[src/page_translation_window_lru_macros.svh]
// ---------------------------------------------------------------------------
// page_translation_window_lru_macros
// assertion macros used by the translator top level
// ---------------------------------------------------------------------------
`ifndef PAGE_TRANSLATION_WINDOW_LRU_MACROS_SVH
`define PAGE_TRANSLATION_WINDOW_LRU_MACROS_SVH
`ifndef NO_ASSERTIONS
// same-cycle implication
`define PTW_ASSERT_NOW(label, ante, cons, msg) \
  label: assert property (@(posedge clk) disable iff (!rst_n) (ante) |-> (cons)) \
    else $error(msg);
// next-cycle implication
`define PTW_ASSERT_NEXT(label, ante, cons, msg) \
  label: assert property (@(posedge clk) disable iff (!rst_n) (ante) |=> (cons)) \
    else $error(msg);
`else
`define PTW_ASSERT_NOW(label, ante, cons, msg)
`define PTW_ASSERT_NEXT(label, ante, cons, msg)
`endif
`endif

[src/ptw_pkg.sv]
// ---------------------------------------------------------------------------
// ptw_pkg
// types and constants of the page translation block
// ---------------------------------------------------------------------------
package ptw_pkg;

  localparam int ADDR_W          = 32;
  localparam int PAGE_ENTRIES    = 1024;
  localparam int PAGE_W          = 10;
  localparam int FRAME_ENTRIES_D = 64;
  localparam int WINDOW_LEN_D    = 16;
  localparam int HIT_W           = 5;
  localparam logic [HIT_W-1:0] HIT_MAX = 5'd31;
  localparam int TDATA_W         = 80;
  localparam int TUSER_W         = 3;

  localparam logic [4:0]  OFFSET_W_RST = 5'd12;
  localparam logic [6:0]  FRAME_CNT_RST = 7'd64;
  localparam logic [10:0] PAGE_CNT_RST = 11'd1024;

  typedef enum logic [1:0] {
    CFG_OFFSET_WIDTH = 2'd0,
    CFG_FRAME_COUNT  = 2'd1,
    CFG_PAGE_COUNT   = 2'd2
  } ptw_cfg_idx_t;

  typedef struct packed {
    logic [4:0]  offset_width;
    logic [6:0]  frame_count;
    logic [10:0] page_count;
  } ptw_cfg_t;

  typedef enum logic [3:0] {
    ST_CLEAR, ST_IDLE, ST_READ, ST_DECIDE, ST_SCAN, ST_OWNER, ST_UNMAP,
    ST_FAULT_WR, ST_LV_RD, ST_LV_WR, ST_INC_RD, ST_INC_WR, ST_DONE
  } ptw_state_t;

  typedef struct packed {
    logic clr_wr;
    logic capture;
    logic map_rd;
    logic decide;
    logic scan_start;
    logic scan_step;
    logic owner_rd;
    logic unmap;
    logic fault_wr;
    logic lv_rd;
    logic lv_wr;
    logic inc_rd;
    logic inc_wr;
    logic out_load;
  } ptw_cmd_t;

  typedef struct packed {
    logic clr_done;
    logic bad;
    logic mapped;
    logic free_avail;
    logic scan_done;
    logic window_full;
    logic out_free;
  } ptw_status_t;

endpackage

[src/ptw_ctrl.sv]
// ---------------------------------------------------------------------------
// ptw_ctrl
// sequencer for lookup, fault handling, victim scan and window update
// ---------------------------------------------------------------------------
module ptw_ctrl (
  input  logic                 clk,
  input  logic                 rst_n,
  input  logic                 in_tvalid,
  output logic                 in_tready,
  input  ptw_pkg::ptw_status_t sts,
  output ptw_pkg::ptw_cmd_t    cmd
);

  ptw_pkg::ptw_state_t state_r, state_nxt;

  always_ff @(posedge clk) begin
    if (!rst_n) begin
      state_r <= ptw_pkg::ST_CLEAR;
    end else begin
      state_r <= state_nxt;
    end
  end

  always_comb begin
    state_nxt = state_r;
    cmd       = '0;
    in_tready = 1'b0;
    unique case (state_r)
      ptw_pkg::ST_CLEAR: begin
        cmd.clr_wr = 1'b1;
        if (sts.clr_done) state_nxt = ptw_pkg::ST_IDLE;
      end
      ptw_pkg::ST_IDLE: begin
        in_tready   = 1'b1;
        cmd.capture = in_tvalid;
        if (in_tvalid) state_nxt = ptw_pkg::ST_READ;
      end
      ptw_pkg::ST_READ: begin
        cmd.map_rd = 1'b1;
        state_nxt  = ptw_pkg::ST_DECIDE;
      end
      ptw_pkg::ST_DECIDE: begin
        cmd.decide = 1'b1;
        if (sts.bad) begin
          state_nxt = ptw_pkg::ST_DONE;
        end else if (sts.mapped) begin
          state_nxt = sts.window_full ? ptw_pkg::ST_LV_RD : ptw_pkg::ST_INC_RD;
        end else if (sts.free_avail) begin
          state_nxt = ptw_pkg::ST_FAULT_WR;
        end else begin
          cmd.scan_start = 1'b1;
          state_nxt      = ptw_pkg::ST_SCAN;
        end
      end
      ptw_pkg::ST_SCAN: begin
        cmd.scan_step = 1'b1;
        if (sts.scan_done) state_nxt = ptw_pkg::ST_OWNER;
      end
      ptw_pkg::ST_OWNER: begin
        cmd.owner_rd = 1'b1;
        state_nxt    = ptw_pkg::ST_UNMAP;
      end
      ptw_pkg::ST_UNMAP: begin
        cmd.unmap = 1'b1;
        state_nxt = ptw_pkg::ST_FAULT_WR;
      end
      ptw_pkg::ST_FAULT_WR: begin
        cmd.fault_wr = 1'b1;
        state_nxt = sts.window_full ? ptw_pkg::ST_LV_RD : ptw_pkg::ST_INC_RD;
      end
      ptw_pkg::ST_LV_RD: begin
        cmd.lv_rd = 1'b1;
        state_nxt = ptw_pkg::ST_LV_WR;
      end
      ptw_pkg::ST_LV_WR: begin
        cmd.lv_wr = 1'b1;
        state_nxt = ptw_pkg::ST_INC_RD;
      end
      ptw_pkg::ST_INC_RD: begin
        cmd.inc_rd = 1'b1;
        state_nxt  = ptw_pkg::ST_INC_WR;
      end
      ptw_pkg::ST_INC_WR: begin
        cmd.inc_wr = 1'b1;
        state_nxt  = ptw_pkg::ST_DONE;
      end
      ptw_pkg::ST_DONE: begin
        if (sts.out_free) begin
          cmd.out_load = 1'b1;
          state_nxt    = ptw_pkg::ST_IDLE;
        end
      end
      default: state_nxt = ptw_pkg::ST_CLEAR;
    endcase
  end

endmodule

[config.mk]
export PLATFORM = sky130hd
export DESIGN_NAME = ptw_ctrl
export DESIGN_NICKNAME = d
export VERILOG_FILES = /design/src/page_translation_window_lru_macros.svh /design/src/ptw_pkg.sv /design/src/ptw_ctrl.sv
export SDC_FILE = /design/constraint.sdc
export NUM_CORES = 1
export LEC_CHECK = 0
export BUFFER_PORTS_ARGS = -buffer_cell sky130_fd_sc_hd__buf_2
export CAP_MARGIN = 20
export CORE_AREA = 4 4 41 43
export CTS_CLUSTER_DIAMETER = 150
export DETAILED_ROUTE_END_ITERATION = 8
export DIE_AREA = 0 0 45 47
export PLACE_DENSITY_LB_ADDON = 0.05
export SETUP_SLACK_MARGIN = 0.02
export SYNTH_ARGS = -nofsm -noshare
export SYNTH_HDL_FRONTEND = slang
export SYNTH_SLANG_ARGS = --single-unit
[constraint.sdc]
create_clock -name clk -period 1.9 [get_ports clk]
set_clock_uncertainty 0.15 [all_clocks]
set_input_delay 0.19 -clock clk [delete_from_list [all_inputs] [get_ports clk]]
set_output_delay 0.19 -clock clk [all_outputs]
set_load 0.02 [all_outputs]
==> impl_results.md <==
* Clock root buffer: clkbuf_4
* Worst R2R End: state_r[0]
* Critical Path End Type: output port
* # IOs at 25
* Max clock buf depth at 2
* Die W at 45 um
* FF-to-FF setup slack at 0.28 ns
* GRT Total Usage at 12.5%
* Core Area at 1300 sq um
* Pin count of the biggest net entering global routing at 12
* P_leak at 0.263 nW
* Reg with most FFs: state_r
* M1 GR Usage at 15.6%
* Average via count per standard cell at 5.11
* Mapped Avg Cell Area at 6.90 sq um
* Period minus WS final at 1.76 ns
* Via count at 501
* Slew headroom at 70.9%
* Synth unique cells at 24
* Die height at 47 um
* Post-DP HPWL at 896 um
* Area of the multi-input gates at 307 sq um
* Fmax at 569 MHz
* Synth Instances at 58
* Final Hold Viols at 0
* Area growth syn-to-layout at 39.7%
* Top delay family on crit path: flip-flops
* Final period util at 92.5%
* Crit path launch type: flip-flop
* Asr flop ratio synth at 0%
* Remaining DRCs at 0
* Crit Path Max Fanout at 11
* Register bit total from synthesis at 4
* CTS resizes at 0
* Met2 Use GR at 19.2%
* Placed cells at 95
* Nets@finish at 95
* H-tree depth at 1
* Hold Path Class: input port to flip-flop
* Worst Tran Pin Value at 0.436 ns
* Arr. time, crit path at 1.42 ns
* Share of layout cells above drive strength 1 at 43.4%
* TritonCTS buffer count at 3
* CTS tree: done
* Final WL at 1160 um
* Number of synthesized flops with an enable pin at 0
* Yosys warnings at 0
* Global-route wire length before repair at 1900 um
* Hold buffers post-CTS at 0
* Critical Path RT at 1.56 ns
* Status: finished clean
* Reg clk slew, reported paths at 0.04 ns
* Hold Path Origin: rst_n
* Register area at 80.1 sq um
* Finished Layout Cells at 98
* Drt first pass iters at 4
* Crit path kind: flip-flop to output port
* Cells along the critical path: buf_4 > nor3_2 > and2_1 > buf_2
* RePlAce Congestion at 0.740
* Vias in the first global route at 442
* Sink Count at 4
* Postcts setup bufs at 0
* Diodes inserted at 0
* Bufs and invs on worst path at 2
* Levels on crit path at 4
* VDD IR-drop max at 0.383 mV
* Iteration-0 DRC Markers at 23
* Mapped Nets at 68
* Met3 Usage GRT at 4.60%
* Num rows at 13
* Worst skew pair latency at 0.24 ns
* Total die area at 2120 sq um
* Starting Density at 30.8%
* Largest regs: state_r x4
* Number of setup violations in the final report at 0
* Largest register FFs at 4
* Most frequent cells in the layout: 24 x buf_2, 14 x nor2_1, 5 x nand2_1, 4 x nand2b_1, 4 x dfxtp_1
* Overflow left after global routing at 0
* Power per cell area at 680 nW/um^2
* Cell count of the worst reg-to-reg path at 4
* Initial antenna violation count at 0
* Hold EP: state_r[2]
* Power Total at 380 uW
* Ys flop type: dfxtp_1
* Grt peak-use layer: met2
* Crit-path max cell delay at 0.43 ns
* CP max-delay cell: dfxtp_1
* Antenna Nets Post-Route at 0
* Hold depth at 3
* Seq/Total Area, Yosys at 20.0%
* Max Slew Vio Count at 0
* Layout fillers at 151
* RR Startpoint: state_r[0]
* Drt wl/cell at 11.8 um
* Mapped Area at 400 sq um
* Most common cell after layout, fill and taps aside: buf_2
* Total of max-cap violations at 0
* Port bufs at 24
-- worst register-to-register path, stage by stage (launching register included) --
cell and delay, ns:
dfxtp_1 0.37, or2_1 0.35, a2111oi_4 0.38, a211o_2 0.20, o21ai_2 0.06
-- stage by stage --
stage	setup TNS (ns)	instance area (sq um)	utilization (%)	setup slack [ns]	hold WS (ns)
finish	0	559	43.0	0.143	0.0619
detailed placement	0	527	40.5	0.282	0.302
global placement	0	527	40.5	0.257	0.302
CTS	0	549	42.2	0.0958	0.0524
global route	-0.00851	559	43.0	-0.00851	0.0700
floorplan	0	400	-	0.0682	0.153
-- area by class of cell --
type / count / area share [%]
inverters: 1 / 0.671
multi-input cells: 50 / 54.8
well taps: 15 / 3.36
clock buffers: 3 / 4.03
repair buffers: 25 / 22.8
flip-flops and latches: 4 / 14.3
-- worst max path at each step --
stage                    start    endpoint  slack, ns
floorplan           state_r[3]      cmd[9]       0.07
global placement    state_r[0]  state_r[2]       0.26
detailed placement  state_r[0]  state_r[2]       0.28
CTS                 state_r[3]     cmd[12]        0.1
global route        state_r[0]      cmd[9]     -0.009
finish              state_r[3]     cmd[12]       0.14
-- cells in the mapped netlist, types with 2 or more instances --
master	number	area, sq um
a21oi_1	3	15.0
and2_1	3	18.8
dfxtp_1	4	80.1
nand2_1	5	18.8
nand2b_1	4	25.0
nor2_1	14	52.6
nor3_1	5	25.0
o21ai_0	3	15.0
o21ai_2	2	17.5
-- power by group --
group          internal (mW)  leakage, nW  switching (mW)
Combinational         0.0618        0.217          0.0959
Clock                 0.0709       0.0138          0.0380
Sequential            0.0939       0.0326          0.0199
-- cells by family after synthesis --
group                  count (synthesis)  synth area share (%)
and+or+nand+nor                       36                  42.8
AOI/OAI and AO/OA                     12                  25.9
DFF                                    4                  20.0
buffers and inverters                  4                  5.93
muxes                                  2                  5.31
-- per-layer routing --
| metal | up-vias | share of wire [%] |
|---|---|---|
| met5 | - | 0 |
| met4 | 0 | 1.0 |
| met3 | 2 | 6.4 |
| met2 | 14 | 49 |
| met1 | 235 | 43 |
| li1 | 250 | - |
Note: power is estimated with default switching activity, not from simulation.
